===== config.mk =====
export PLATFORM = sky130hd
export DESIGN_NAME = char_lcd_write_sequencer_core
export DESIGN_NICKNAME = d
export VERILOG_FILES = /design/src/rtl/clcd_pkg.sv /design/src/rtl/clcd_byte_buf.sv /design/src/rtl/char_lcd_write_sequencer_core.sv
export SDC_FILE = /design/constraint.sdc
export NUM_CORES = 1
export LEC_CHECK = 0
export ABC_AREA = 0
export BUFFER_PORTS_ARGS = -buffer_cell sky130_fd_sc_hd__buf_2
export CAP_MARGIN = 20
export CORE_MARGIN = 5
export CORE_UTILIZATION = 54
export CTS_CLUSTER_SIZE = 14
export DETAILED_ROUTE_END_ITERATION = 7
export GPL_ROUTABILITY_DRIVEN = 1
export PLACE_DENSITY_LB_ADDON = 0.05
export RECOVER_POWER = 50
export SYNTH_ARGS = -nofsm -noshare
export SYNTH_HDL_FRONTEND = slang
export SYNTH_SLANG_ARGS = --single-unit

===== constraint.sdc =====
create_clock -name clk -period 2.77 [get_ports clk]
set_input_delay 0.1385 -clock clk [delete_from_list [all_inputs] [get_ports clk]]
set_output_delay 0.1385 -clock clk [all_outputs]
set_load 0.01 [all_outputs]

===== src/rtl/clcd_pkg.sv =====
`default_nettype none

package clcd_pkg;

	// Default geometry of the display.
	localparam int unsigned DEF_COLUMNS = 16;
	localparam int unsigned DEF_ROWS    = 2;

	// Register reset values.
	localparam logic [7:0] RST_INIT_DELAY   = 8'd20;
	localparam logic [7:0] RST_FUNCTION_SET = 8'd56;
	localparam logic [7:0] RST_CURSOR_SETUP = 8'd14;
	localparam logic [7:0] RST_CLEAR        = 8'd1;
	localparam logic [7:0] RST_CURSOR_BASE  = 8'd128;
	localparam logic [2:0] RST_ROW_SHIFT    = 3'd6;

	// Init phases: even phases raise E with an init command, odd ones drop it.
	localparam logic [2:0] PH_FUNCTION_SET = 3'd0;
	localparam logic [2:0] PH_CURSOR_SETUP = 3'd2;
	localparam logic [2:0] PH_CLEAR        = 3'd4;
	localparam logic [2:0] PH_DONE         = 3'd6;

	typedef enum logic [1:0] {
		ACT_TICK   = 2'd0,
		ACT_DATA   = 2'd1,
		ACT_CMD    = 2'd2,
		ACT_CURSOR = 2'd3
	} action_t;

	typedef enum logic [2:0] {
		CFG_INIT_DELAY   = 3'd0,
		CFG_FUNCTION_SET = 3'd1,
		CFG_CURSOR_SETUP = 3'd2,
		CFG_CLEAR        = 3'd3,
		CFG_CURSOR_BASE  = 3'd4,
		CFG_ROW_SHIFT    = 3'd5
	} cfg_reg_t;

endpackage

`default_nettype wire


===== src/rtl/clcd_byte_buf.sv =====
`default_nettype none

module clcd_byte_buf #(
	parameter int unsigned DEPTH = clcd_pkg::DEF_COLUMNS
) (
	input  wire logic                                   clk,
	input  wire logic                                   wr_en,
	input  wire logic [((DEPTH > 1) ? $clog2(DEPTH) : 1)-1:0] wr_addr,
	input  wire logic [7:0]                             wr_data,
	input  wire logic [((DEPTH > 1) ? $clog2(DEPTH) : 1)-1:0] rd_addr,
	output logic      [7:0]                             rd_data
);

	logic [7:0] mem [DEPTH];

	always_ff @(posedge clk) begin
		if (wr_en) begin
			mem[wr_addr] <= wr_data;
		end
	end

	// A write to the address being read is passed straight through, so the
	// read register always mirrors the entry at the read address it last sampled.
	always_ff @(posedge clk) begin
		if (wr_en && (wr_addr == rd_addr)) begin
			rd_data <= wr_data;
		end else begin
			rd_data <= mem[rd_addr];
		end
	end

endmodule

`default_nettype wire


===== src/rtl/char_lcd_write_sequencer_core.sv =====
// Character LCD write sequencer for an 8-bit HD44780-style bus.
// Items arrive on the input channel (in_valid/in_ready): a tick, one byte of a
// data string, a command request or a cursor position request. Every accepted
// item produces exactly one result on the output channel (out_valid/out_ready)
// carrying the accept flag, the pin levels RS, RW, E and D7..D0, busy and
// init_done as they stand after that item.
// The result of an item is presented the cycle after its transfer. Throughput
// is one item per cycle while results are taken; the only storage in the path
// is the result register, and the byte buffer is read ahead of use.
// When the receiver stalls, the result register holds its contents and
// in_ready stays low until the result has been taken.
// Configuration is written through cfg_write/cfg_index/cfg_data with no wait
// and should only be written while the block is idle.
// Reset (arst_n low) restores the register defaults, clears all control state
// and restarts the power-up delay; no clearing pass is needed afterwards.
`default_nettype none

module char_lcd_write_sequencer_core #(
	parameter int unsigned COLUMNS = clcd_pkg::DEF_COLUMNS,
	parameter int unsigned ROWS    = clcd_pkg::DEF_ROWS
) (
	input  wire logic       clk,
	input  wire logic       arst_n,

	input  wire logic       cfg_write,
	input  wire logic [2:0] cfg_index,
	input  wire logic [7:0] cfg_data,

	input  wire logic       in_valid,
	output logic            in_ready,
	input  wire logic [1:0] action,
	input  wire logic [7:0] data_byte,
	input  wire logic       last_byte,
	input  wire logic [2:0] row,
	input  wire logic [4:0] column,

	output logic            out_valid,
	input  wire logic       out_ready,
	output logic            accepted,
	output logic            lcd_rs,
	output logic            lcd_rw,
	output logic            lcd_e,
	output logic [7:0]      lcd_data,
	output logic            busy_res,
	output logic            init_done
);

	localparam int unsigned IDX_W = (COLUMNS > 1) ? $clog2(COLUMNS) : 1;
	localparam int unsigned CNT_W = $clog2(COLUMNS + 1);
	localparam logic [CNT_W-1:0] COLS_CNT = CNT_W'(COLUMNS);

	// Configuration registers.
	logic [7:0] function_set_q;
	logic [7:0] cursor_setup_q;
	logic [7:0] clear_q;
	logic [7:0] cursor_base_q;
	logic [2:0] row_shift_q;

	// Sequencer state.
	logic [2:0]       phase_q, phase_d;
	logic [7:0]       delay_q, delay_d;
	logic             e_q, e_d;
	logic             busy_q, busy_d;
	logic [CNT_W-1:0] fill_q, fill_d;
	logic [CNT_W-1:0] total_q, total_d;
	logic [CNT_W-1:0] wr_idx_q, wr_idx_d;
	logic             cmd_pend_q, cmd_pend_d;
	logic [7:0]       cmd_code_q, cmd_code_d;
	logic             rs_q, rs_d;
	logic [7:0]       bus_q, bus_d;

	logic             in_fire;
	logic             ok;
	logic             pos_ok;
	logic [7:0]       cursor_code;
	logic             mem_we;
	logic [7:0]       mem_rd;
	logic             done_d;

	assign in_fire = in_valid && in_ready;
	assign in_ready = !out_valid || out_ready;

	assign pos_ok = (int'(row) < ROWS) && (int'(column) < COLUMNS);
	assign cursor_code = cursor_base_q | ({5'b0, row} << row_shift_q) | {3'b0, column};

	clcd_byte_buf #(
		.DEPTH (COLUMNS)
	) u_buf (
		.clk     (clk),
		.wr_en   (mem_we),
		.wr_addr (fill_q[IDX_W-1:0]),
		.wr_data (data_byte),
		.rd_addr (wr_idx_d[IDX_W-1:0]),
		.rd_data (mem_rd)
	);

	always_comb begin
		phase_d    = phase_q;
		delay_d    = delay_q;
		e_d        = e_q;
		busy_d     = busy_q;
		fill_d     = fill_q;
		total_d    = total_q;
		wr_idx_d   = wr_idx_q;
		cmd_pend_d = cmd_pend_q;
		cmd_code_d = cmd_code_q;
		rs_d       = rs_q;
		bus_d      = bus_q;
		ok         = 1'b1;
		mem_we     = 1'b0;

		if (in_fire) begin
			unique case (clcd_pkg::action_t'(action))
				clcd_pkg::ACT_TICK: begin
					if (phase_q >= clcd_pkg::PH_DONE) begin
						if (e_q) begin
							e_d = 1'b0;
						end else if (cmd_pend_q) begin
							rs_d       = 1'b0;
							bus_d      = cmd_code_q;
							e_d        = 1'b1;
							cmd_pend_d = 1'b0;
						end else if ((wr_idx_q < total_q) && (wr_idx_q < COLS_CNT)) begin
							rs_d     = 1'b1;
							bus_d    = mem_rd;
							e_d      = 1'b1;
							wr_idx_d = wr_idx_q + 1'b1;
						end else if (busy_q) begin
							busy_d   = 1'b0;
							total_d  = '0;
							wr_idx_d = '0;
						end
					end else if (delay_q != 8'd0) begin
						delay_d = delay_q - 8'd1;
					end else begin
						unique case (phase_q)
							clcd_pkg::PH_FUNCTION_SET: begin
								rs_d  = 1'b0;
								bus_d = function_set_q;
								e_d   = 1'b1;
							end
							clcd_pkg::PH_CURSOR_SETUP: begin
								rs_d  = 1'b0;
								bus_d = cursor_setup_q;
								e_d   = 1'b1;
							end
							clcd_pkg::PH_CLEAR: begin
								rs_d  = 1'b0;
								bus_d = clear_q;
								e_d   = 1'b1;
							end
							default: begin
								e_d = 1'b0;
							end
						endcase
						phase_d = phase_q + 3'd1;
					end
				end
				clcd_pkg::ACT_DATA: begin
					if (busy_q) begin
						ok = 1'b0;
					end else if (fill_q >= COLS_CNT) begin
						// Overflow discards the partial string.
						fill_d = '0;
						ok     = 1'b0;
					end else begin
						mem_we = 1'b1;
						fill_d = fill_q + 1'b1;
						if (last_byte) begin
							total_d  = fill_q + 1'b1;
							wr_idx_d = '0;
							fill_d   = '0;
							busy_d   = 1'b1;
						end
					end
				end
				clcd_pkg::ACT_CMD: begin
					if (busy_q) begin
						ok = 1'b0;
					end else begin
						cmd_code_d = data_byte;
						fill_d     = '0;
						cmd_pend_d = 1'b1;
						busy_d     = 1'b1;
					end
				end
				clcd_pkg::ACT_CURSOR: begin
					if (!pos_ok || busy_q) begin
						ok = 1'b0;
					end else begin
						cmd_code_d = cursor_code;
						fill_d     = '0;
						cmd_pend_d = 1'b1;
						busy_d     = 1'b1;
					end
				end
				default: begin
					ok = 1'b0;
				end
			endcase
		end

		// A new delay takes effect at once while the power-up wait is running.
		if (cfg_write && (cfg_index == clcd_pkg::CFG_INIT_DELAY)
				&& (phase_q == clcd_pkg::PH_FUNCTION_SET)) begin
			delay_d = cfg_data;
		end
	end

	assign done_d = (phase_d >= clcd_pkg::PH_DONE);

	always_ff @(posedge clk or negedge arst_n) begin
		if (!arst_n) begin
			function_set_q <= clcd_pkg::RST_FUNCTION_SET;
			cursor_setup_q <= clcd_pkg::RST_CURSOR_SETUP;
			clear_q        <= clcd_pkg::RST_CLEAR;
			cursor_base_q  <= clcd_pkg::RST_CURSOR_BASE;
			row_shift_q    <= clcd_pkg::RST_ROW_SHIFT;
		end else if (cfg_write) begin
			unique case (clcd_pkg::cfg_reg_t'(cfg_index))
				// The delay value only matters as the countdown, loaded above.
				clcd_pkg::CFG_INIT_DELAY: begin
				end
				clcd_pkg::CFG_FUNCTION_SET: function_set_q <= cfg_data;
				clcd_pkg::CFG_CURSOR_SETUP: cursor_setup_q <= cfg_data;
				clcd_pkg::CFG_CLEAR:        clear_q        <= cfg_data;
				clcd_pkg::CFG_CURSOR_BASE:  cursor_base_q  <= cfg_data;
				clcd_pkg::CFG_ROW_SHIFT:    row_shift_q    <= cfg_data[2:0];
				default: begin
				end
			endcase
		end
	end

	always_ff @(posedge clk or negedge arst_n) begin
		if (!arst_n) begin
			phase_q    <= clcd_pkg::PH_FUNCTION_SET;
			delay_q    <= clcd_pkg::RST_INIT_DELAY;
			e_q        <= 1'b0;
			busy_q     <= 1'b0;
			fill_q     <= '0;
			total_q    <= '0;
			wr_idx_q   <= '0;
			cmd_pend_q <= 1'b0;
			rs_q       <= 1'b0;
			bus_q      <= 8'd0;
		end else begin
			phase_q    <= phase_d;
			delay_q    <= delay_d;
			e_q        <= e_d;
			busy_q     <= busy_d;
			fill_q     <= fill_d;
			total_q    <= total_d;
			wr_idx_q   <= wr_idx_d;
			cmd_pend_q <= cmd_pend_d;
			rs_q       <= rs_d;
			bus_q      <= bus_d;
		end
	end

	always_ff @(posedge clk) begin
		cmd_code_q <= cmd_code_d;
	end

	// Result register.
	always_ff @(posedge clk or negedge arst_n) begin
		if (!arst_n) begin
			out_valid <= 1'b0;
		end else if (in_fire) begin
			out_valid <= 1'b1;
		end else if (out_ready) begin
			out_valid <= 1'b0;
		end
	end

	always_ff @(posedge clk) begin
		if (in_fire) begin
			accepted  <= ok;
			lcd_rs    <= rs_d;
			lcd_e     <= e_d;
			lcd_data  <= bus_d;
			busy_res  <= busy_d;
			init_done <= done_d;
		end
	end

	assign lcd_rw = 1'b0;

`ifndef SYNTHESIS
	a_wr_idx_bound: assert property (@(posedge clk) disable iff (!arst_n)
		wr_idx_q <= total_q)
		else $error("write index ran past the string length");

	a_idle_clean: assert property (@(posedge clk) disable iff (!arst_n)
		!busy_q |-> (!cmd_pend_q && (total_q == '0)))
		else $error("work pending while not busy");

	a_fill_bound: assert property (@(posedge clk) disable iff (!arst_n)
		fill_q <= COLS_CNT)
		else $error("fill count beyond buffer depth");

	a_reject_keeps_busy: assert property (@(posedge clk) disable iff (!arst_n)
		(in_fire && !ok) |=> (busy_q == $past(busy_q)))
		else $error("rejected request changed busy");
`endif

endmodule

`default_nettype wire

-- Yosys cells after proc, flatten, opt, wreduce, memory -nomap -nowiden
Memories as Yosys holds them, arrays and structs flattened. A register that Yosys moved wholly into a read port is not among the register bits.
Index checks and enable logic that the tools add are counted.
- bitwise gates (word level): 2
- mux-type cells: 87
- eq/ne operators: 22
- $add $sub $neg: 4
- reduce and logical (&&, ||, !) cells: 33
- $lt $le $gt $ge: 7
- shift-type cells: 1
- operators by type and width (cell ; number):
    $mux W8 ; 14
    $mux W5 ; 21
    $mux W1 ; 39
    $pmux W8 S3 ; 1
    $ne A2 B2 Y1 const B ; 10
    $pmux W5 S2 ; 2
    $pmux W8 S2 ; 1
    $pmux W5 S3 ; 1
    $mux W3 ; 4
    $reduce_bool A2 Y1 ; 6
    $add A5 B1 Y5 const B ; 2
    $lt A5 B5 Y1 const B ; 2
    $reduce_and A10 Y1 ; 1
    $reduce_and A2 Y1 ; 5
    $eq A3 B2 Y1 const B ; 3
    $eq A3 B3 Y1 const B ; 3
    $reduce_and A9 Y1 ; 1
    $or A8 B5 Y8 ; 1
    $or A8 B8 Y8 ; 1
    $reduce_and A4 Y1 ; 2
    $reduce_bool A8 Y1 ; 1
    $shl A3 B3 Y8 ; 1
    $sub A8 B1 Y8 const B ; 1
    $ge A3 B3 Y1 const B ; 2
    21 further kinds ; 31
- memory bits (writable): 128
- register bits after elaboration: 95
- memories: 1
- input bits: 35
- memories (name ; depth ; bits a word ; rd ports ; clocked after Yosys merged registers in ; wr ports ; line ; text):
    u_buf.mem ; 16 ; 8 ; 1 ; 1 ; 1 ; clcd_byte_buf.sv:14 ; logic [7:0] mem [DEPTH];

-- Longest topological paths before layout
Gate-level depths: netlist of the first run.
- depth in word-level cells: 8
- gate-level depth with buffers: 9
- mapped depth without buffers: 8

-- Modules after synthesis
A second synthesis of the first run with hierarchy kept.
- cells, all modules: 660
- area total of the unflattened synthesis: 9763.1 um2
- by module, submodules not included (module ; times used ; area each (um2) ; sequential area each (um2) ; cells each):
    clcd_byte_buf ; 1 ; 5067.4 ; 3923.8 ; 225
    char_lcd_write_sequencer_core ; 1 ; 4695.8 ; 2497.4 ; 435

-- Worst setup path before layout of the first run
No wires, ideal clock.
- kind: reg-to-reg
- start: register with a tool-made name
- end: register lcd_data[1] (data pin)
- data arrival time: 2.072 ns
- slack: 0.433 ns
- stages on the path, launching flop included: 8
- required time: 2.505 ns
- setup time: 0.265 ns
- cells stage by stage: dfxtp_1 > buf_6 > buf_8 > mux4_1 > mux4_2 > a31oi_1 > o21ai_1 > a221o_1
- RTL lines (element ; line ; text):
    end signal, assigned ; char_lcd_write_sequencer_core.sv:281 ; lcd_data <= bus_d;
    end, declared ; char_lcd_write_sequencer_core.sv:43 ; output logic [7:0] lcd_data,

-- Worst setup path after layout of the first run
- start: register wr_idx_q[2]
- end: register lcd_data[3] (data pin)
- longest elaborated chain between the ends: 8
- ends and longest elaborated chain (element ; line ; text):
    start, declared ; char_lcd_write_sequencer_core.sv:66 ; logic [CNT_W-1:0] wr_idx_q, wr_idx_d;
    start signal, assigned ; char_lcd_write_sequencer_core.sv:254 ; wr_idx_q <= wr_idx_d;
    $lt A5 B5 Y1 ; char_lcd_write_sequencer_core.sv:123 ; end else if ((wr_idx_q < total_q) && (wr_idx_q < COLS_CNT)) begin
    $logic_and A1 B1 Y1 * ; char_lcd_write_sequencer_core.sv:123 ;
    $mux W8 * ; char_lcd_write_sequencer_core.sv:123 ;
    $mux W8 * ; char_lcd_write_sequencer_core.sv:118 ; end else if (cmd_pend_q) begin
    $mux W8 * ; char_lcd_write_sequencer_core.sv:116 ; if (e_q) begin
    $mux W8 * ; char_lcd_write_sequencer_core.sv:115 ; if (phase_q >= clcd_pkg::PH_DONE) begin
    $mux W8 * ; char_lcd_write_sequencer_core.sv:113 ; unique case (clcd_pkg::action_t'(action))
    $mux W8 * ; char_lcd_write_sequencer_core.sv:112 ; if (in_fire) begin
    named net bus_d[3] ; char_lcd_write_sequencer_core.sv:70 ; logic [7:0] bus_q, bus_d;
Mark *: on every way through the listed nets, which the timed path passes. The rest lies on a longest branch.
A chain may end at the register's enable or synchronous reset.

==> impl_metrics.csv, run 1 <==
group,metric,value,unit
synth,postSynthAreaPerCell,15.0,um2
detailed_routing,drt-wirelength-per-cell,23.0,um
placed_design,routabilityCongestion,0.812,
sta,timing_max_transition_violations_final,75,
min_path,worst_hold_path_type,"input port to flop",
power_and_ir_drop,vdd_ir_drop_max,0.694,mV
placed_design,place_inst,939,
synth,synth_area,0.00987,mm2
floorplanning,core.rowCount,49,
power_and_ir_drop,power.internal,6.80,mW
floorplanning,dieArea,0.0211,mm2
setup_path,critPathLaunchType,"flop",
cts,tritoncts_clock_tree,"yes",
finish,layout_common_cells,"sky130_fd_sc_hd__edfxtp_1 (149), sky130_fd_sc_hd__dfrtp_1 (62), sky130_fd_sc_hd__nor2_1 (46), sky130_fd_sc_hd__mux2_2 (39), sky130_fd_sc_hd__nand2_1 (38)",
power_and_ir_drop,power_frac_comb,23.1,%
floorplanning,initial_utilization,55.0,%
setup_path,worst_path_max_delay_cell,"sky130_fd_sc_hd__dfrtp_1",
synth,synth_nets,708,
synth,synth_top_cell_by_area,"sky130_fd_sc_hd__edfxtp_1",
synth,yosys_warnings,0,
placed_design,post_dp_cell_area,0.0105,mm2
detailed_routing,drc_viols,0,
cts,cts_resized,0,
grt,grt_remaining_overflow,0,
finish,final_cell_count_no_fill,991,
power_and_ir_drop,power.switching,2.63,mW
floorplanning,die_span_x,145,um
run,count_of_maximum_capacitance_violations,1,
status,outcome,"finished with violations",
sta,worst_clock_skew,0.0161,ns
sta,min_period_over_period,92.4,%
grt,grt_use_total,21.5,%
setup_path,cp_max_fo,7,
synth,netlist_instances,659,
grt,grt_first_pass_wirelength,35.4,mm
cts,cts_sinks,227,
floorplanning,core_region_area,0.0180,mm2
grt,first_global_vias,6104,
finish,commonest_non_fill_non_tap_cell_in_the_layout,"sky130_fd_sc_hd__edfxtp_1",
synth,complex_gate_fraction_of_the_synthesized_area,7.03,%
synth,ys_dominant_reg_cell,"sky130_fd_sc_hd__edfxtp_1",
power_and_ir_drop,power_frac_seq,45.0,%
placed_design,post-dp-hpwl,15.1,mm
setup_path,critical_path.most_common_cell,"sky130_fd_sc_hd__a21o_1",
synth,synthDistinctLibCells,56,
synth,synth_seq_area_share,65.0,%
sta,grt_setup_unrepaired,"no",
sta,final_hold_viol_count,0,
sta,period_needed,2.56,ns
power_and_ir_drop,power-per-cell-area,832,mW/mm2
floorplanning,pin_count,51,
detailed_routing,detail_route.first_pass.iterations,7,
synth,synth.top_cells.by_area,"sky130_fd_sc_hd__edfxtp_1 (45%), sky130_fd_sc_hd__dfrtp_1 (16%), sky130_fd_sc_hd__mux4_2 (5.2%)",
cts,cts_setup_buffers,0,
synth,synth_fa_ha_area_share,1.77,%
synth,synth_async_sr_flop_share,32.6,%
finish,final_layout_size_suffix_gt1_share,22.6,%
sta,setup-tns-final,0,ns
detailed_routing,routed_wire_length,22.7,mm
detailed_routing,avgViaCountPerCell,6.07,
floorplanning,fp.dieH,145,um
sta,tightestPinTransition,1.89,ns
setup_path,crit_type,"flop to flop",
detailed_routing,drt_iter0_drc,461,
synth,post_synth_xor_area_fraction,0.976,%
power_and_ir_drop,power.total,9.43,mW
synth,yosys.area.top_type_share,45.3,%
setup_path,cp_data_arrival_time,2.80,ns
detailed_routing,routed_via_count,6013,
sta,maxClockFrequency,0.391,GHz
finish,area.sequential,0.00642,mm2
finish,final_core_utilization,63.1,%
cts,ctsRootBufferMaster,"sky130_fd_sc_hd__clkbuf_16",
status,violations,"max-capacitance violations, max-slew violations",
sta,slew_margin_rel,-26.2,%
cts,post_cts_hold_buffer_count,11,
finish,fin_nets,795,
sta,post-route-worst-setup-slack,0.210,ns
cts,cts-buffers-inserted,23,
cts,cts.path.max_buffers,3,
power_and_ir_drop,sw_frac_of_total,27.9,%
synth,post_synth_mux_area_share,14.7,%
cts,cts.htree.levels,1,
sta,setup_viol,0,
finish,area_growth,14.8,%
finish,fin_area,0.0113,mm2
setup_path,critical_path.endpoint_type,"flop",
setup_path,critical_path.max_stage_delay,0.41,ns
synth,combinational_family_with_the_most_area_after_synthesis,"multiplexers",
power_and_ir_drop,p_clk_share,31.9,%
placed_design,preCtsSetupSlack,0.244,ns
synth,yosys.area_share.simple,8.21,%
synth,synth_edf_count,149,
synth,flip_flop_and_latch_count_after_synthesis,227,
grt,grt_antenna_before_repair,0,
power_and_ir_drop,power.leakage,4.14,nW
grt,pin_count_of_the_biggest_net_entering_global_routing,75,
placed_design,place.port_buffers,49,
setup_path,cp.required,3.01,ns
cts,clkSlewWorstSetupHoldPaths,0.06,ns
sta,hold_ws,0.0222,ns
setup_path,critical_path.cell_chain,"ha_1 -> a21o_1 -> a31oi_1 -> o21a_1 -> o21ai_0 -> a21o_1 -> a221o_1",
cts,insertion_delay,0.50,ns
finish,fill_cells,1347,
finish,multi_input_comb_area,0.00323,mm2
detailed_routing,antenna_left,0,
finish,antennaDiodeCount,0,
## synth_stat cells, drive strengths merged (15+ instances only)
library cell  instances
inv                  17
o21ai                33
a31oi                18
a21oi                22
dfrtp                62
mux2                 39
clkbuf               17
edfxtp              149
nand3                15
mux4                 39
nor2                 46
and2                 23
nand2                38
## path summary, 6_finish.rpt
path | start | to | slack (ns) | depth (start not counted)
max | wr_idx_q[2] | lcd_data[3] | 0.21 | 7
min | column[1] | cmd_code_q[1] | 0.02 | 3
max reg2reg | wr_idx_q[2] | lcd_data[3] | 0.21 | 7
min reg2reg | cursor_base_q[3] | cursor_base_q[3] | 0.51 | 1
max in group asynchronous | arst_n | fill_q[2] | 0.94 | 2
min in group asynchronous | arst_n | delay_q[5] | 0.69 | 2
## power by group through the flow
stage	combinational (mW)	clock, mW	sequential [mW]
after floorplan	1.52	0	4.24
after global placement	2.10	0	4.29
after detailed placement	2.16	0	4.30
after CTS	2.19	3.06	4.24
after global routing	2.39	3.19	4.29
final	2.17	3.01	4.25
## cell type report
class,count,share of cell area (%)
well taps,229,2.53
inverters,18,0.596
repair buffers,90,5.29
flip-flops and latches,227,56.7
clock inverters,8,0.762
clock buffers,33,5.67
multi-input cells,386,28.5
## registers in the layout, summed over array words and instances, names as in the netlist, 3 cells and up, named ones only
register,cells
total_q,5
cursor_setup_q,8
fill_q,5
phase_q,3
u_buf.mem,128
row_shift_q,3
wr_idx_q,5
delay_q,8
lcd_data,8
cursor_base_q,8
cmd_code_q,8
bus_q,8
clear_q,8
function_set_q,8
## kinds of logic after synthesis
group,Yosys count
buf+inv,46
simple gates,163
fa+ha+maj,14
mux,85
other cells,1
compound gates,112
flops,227
xor+xnor,11
## layer usage
metal / GRT usage [%] / part of all wire [%]
met2: 33.3 / 48
met4: 5.18 / 2.3
met1: 31.9 / 44
met5: 0 / 0
met3: 4.12 / 6.3
## critical path, delay by kind of cell (launching register included)
kind,cells,cell delay (ns)
compound gates,6,1.58
fa+ha+maj,1,0.31
flops,1,0.41
Power figures use the tool's default switching activity.
==> inputs of run 2 (changes only) <==
--- a/config.mk
+++ b/config.mk
@@ -9,10 +9,11 @@
 export BUFFER_PORTS_ARGS = -buffer_cell sky130_fd_sc_hd__buf_2
 export CAP_MARGIN = 20
 export CORE_MARGIN = 5
-export CORE_UTILIZATION = 54
+export CORE_UTILIZATION = 45
 export CTS_CLUSTER_SIZE = 14
 export DETAILED_ROUTE_END_ITERATION = 7
 export GPL_ROUTABILITY_DRIVEN = 1
+export GPL_TIMING_DRIVEN = 0
 export PLACE_DENSITY_LB_ADDON = 0.05
 export RECOVER_POWER = 50
 export SYNTH_ARGS = -nofsm -noshare
==> run 2 against run 1 <==
Effect of this change:
- the flow now finishes without violations
- core utilization shrank 11 points
- first-iteration DRC count fell by 35%
- global-route usage fell by 3.1 points
- via count shrank 3.0%
- worst hold slack better by 0.0077 ns
- clock skew is 0.0016 ns higher
- cell area grew 0.64%
- die area grew 19%
- wire length decreased by 1.5%
- count of clock-buffer cells in the layout up 2
- register-to-register slack worse by 0.14 ns
- critical path type unchanged
==> impl_metrics.csv, run 2 (same netlist as run 1, synthesis figures left out) <==
group,metric,value,unit
setup_path,worst-r2r-setup-slack,0.07,ns
setup_path,cp.required,3.01,ns
sta,period_needed,2.70,ns
detailed_routing,routed_via_count,5833,
floorplanning,core_region_area,0.0217,mm2
detailed_routing,routed_wire_length,22.4,mm
cts,clkSlewWorstSetupHoldPaths,0.06,ns
detailed_routing,avgViaCountPerCell,5.57,
grt,first_global_vias,5959,
detailed_routing,drc_viols,0,
sta,min_period_over_period,97.6,%
cts,ctsRootBufferMaster,"sky130_fd_sc_hd__clkbuf_16",
detailed_routing,drt-wirelength-per-cell,21.4,um
grt,grt_use_total,18.3,%
min_path,worst_hold_path_type,"input port to flop",
finish,final_layout_size_suffix_gt1_share,20.6,%
placed_design,place.port_buffers,49,
detailed_routing,drt_iter0_drc,301,
min_path,hp-start,"column[1]",
placed_design,post_dp_cell_area,0.0105,mm2
cts,cts_setup_buffers,0,
placed_design,routabilityCongestion,0.824,
cts,insertion_delay,0.52,ns
sta,worst_clock_skew,0.0177,ns
power_and_ir_drop,power-per-cell-area,841,mW/mm2
setup_path,crit_type,"flop to flop",
sta,timing_max_transition_violations_final,0,
setup_path,critical_path.endpoint_type,"flop",
grt,grt_antenna_before_repair,0,
finish,commonest_non_fill_non_tap_cell_in_the_layout,"sky130_fd_sc_hd__edfxtp_1",
cts,cts.path.max_buffers,3,
floorplanning,pin_count,51,
detailed_routing,detail_route.first_pass.iterations,5,
finish,fin_area,0.0114,mm2
sta,tightestPinTransition,1.35,ns
sta,slew_margin_rel,9.88,%
sta,maxClockFrequency,0.370,GHz
finish,layout_common_cells,"sky130_fd_sc_hd__edfxtp_1 (149), sky130_fd_sc_hd__dfrtp_1 (62), sky130_fd_sc_hd__nor2_1 (46), sky130_fd_sc_hd__buf_2 (39), sky130_fd_sc_hd__mux2_2 (39)",
power_and_ir_drop,power.leakage,4.11,nW
grt,grt_remaining_overflow,0,
sta,final_hold_viol_count,0,
cts,cts_sinks,227,
finish,area_growth,15.5,%
floorplanning,fp.dieH,158,um
setup_path,cp_max_fo,10,
floorplanning,dieArea,0.0250,mm2
floorplanning,core.rowCount,54,
floorplanning,initial_utilization,45.5,%
power_and_ir_drop,vdd_ir_drop_max,0.712,mV
finish,max_reg_flops,128,
setup_path,cp_data_arrival_time,2.95,ns
detailed_routing,antenna_left,0,
cts,cts.htree.levels,1,
run,count_of_maximum_capacitance_violations,0,
sta,setup-tns-final,0,ns
finish,final_core_utilization,52.6,%
finish,fin_nets,798,
grt,pin_count_of_the_biggest_net_entering_global_routing,53,
floorplanning,die_span_x,158,um
sta,setup_viol,0,
status,outcome,"finished, final reports clean",
cts,cts-buffers-inserted,25,
finish,register_bank_with_the_most_flops,"u_buf.mem",
sta,grt_setup_unrepaired,"no",
placed_design,post-dp-hpwl,15.4,mm
grt,grt_first_pass_wirelength,34.7,mm
cts,tritoncts_clock_tree,"yes",
finish,antennaDiodeCount,0,
setup_path,critPathLaunchType,"flop",
[run 2: changes by cell type in the layout (fill, tap and decap cells not counted), moves of 2 or more]
cell,before,now
sky130_fd_sc_hd__buf_1,0,2
sky130_fd_sc_hd__buf_12,3,1
sky130_fd_sc_hd__clkbuf_16,23,26
sky130_fd_sc_hd__buf_2,36,39
sky130_fd_sc_hd__buf_4,26,2
sky130_fd_sc_hd__buf_6,0,2
sky130_fd_sc_hd__clkbuf_1,20,34
sky130_fd_sc_hd__clkinv_1,4,6
[run 2: area by class of cell]
cell class	count	area (um2)
inverter	18	67.6
clock inverter	10	72.6
tap	280	350
clock buffer	35	724
buffer	28	160
sequential	227	6420
timing repair buffer	63	382
fill	1801	10300
multi-input combinational	386	3230
[run 2: worst paths after layout]
| kind | to | cells past startpoint |
|---|---|---|
| worst max-delay path | lcd_data[1] | 7 |
| worst min-delay path | cmd_code_q[1] | 3 |
| worst max register to register | lcd_data[1] | 7 |
| worst min register to register | cursor_base_q[6] | 1 |
| max in group asynchronous | clear_q[0] | 3 |
| min in group asynchronous | cursor_base_q[2] | 2 |
[run 2: per-layer routing]
layer | track usage, % | wire length [um] | vias up
li1 | - | - | 2722
met1 | 24.9 | 9670 | 2932
met2 | 30.8 | 11000 | 137
met3 | 2.71 | 1030 | 42
met4 | 5.44 | 659 | 0
met5 | 0 | 0 | -
[run 2: repair_timing]
| action | 4_1_cts | 5_1_grt |
|---|---|---|
| hold buffers | 12 | 0 |
| setup endpoints to repair | 13 | 6 |
| endpoints found under the hold margin | 111 | 0 |
| resized for setup | 3 | 1 |
[run 2: worst max-delay path: stages, from the launching register on]
cell	delay, ns
sky130_fd_sc_hd__dfxtp_1	0.33
sky130_fd_sc_hd__buf_6	0.14
sky130_fd_sc_hd__buf_8	0.16
sky130_fd_sc_hd__mux4_1	0.62
sky130_fd_sc_hd__mux4_2	0.54
sky130_fd_sc_hd__a31oi_1	0.22
sky130_fd_sc_hd__o21ai_1	0.09
sky130_fd_sc_hd__a221o_1	0.33
[run 2: metrics by stage]
| stage | instances | hold WS [ns] | total power [mW] | setup WS (ns) |
|---|---|---|---|---|
| global placement | 988 | 0.370 | 6.43 | -0.164 |
| floorplan | 659 | -0.157 | 5.77 | 0.433 |
| detailed placement | 989 | 0.0643 | 6.47 | -0.137 |
| CTS | 1046 | 0.000967 | 9.71 | 0.0705 |
| finish | 1047 | 0.0299 | 9.59 | 0.0659 |
| global route | 1047 | 0.0160 | 10.1 | 0.00508 |
[run 2: power by group]
group,leakage (nW),internal (mW),switching (mW)
clock network,0.393,1.91,1.28
logic,1.45,0.974,1.20
registers,2.27,4.00,0.225
total,4.11,6.88,2.71
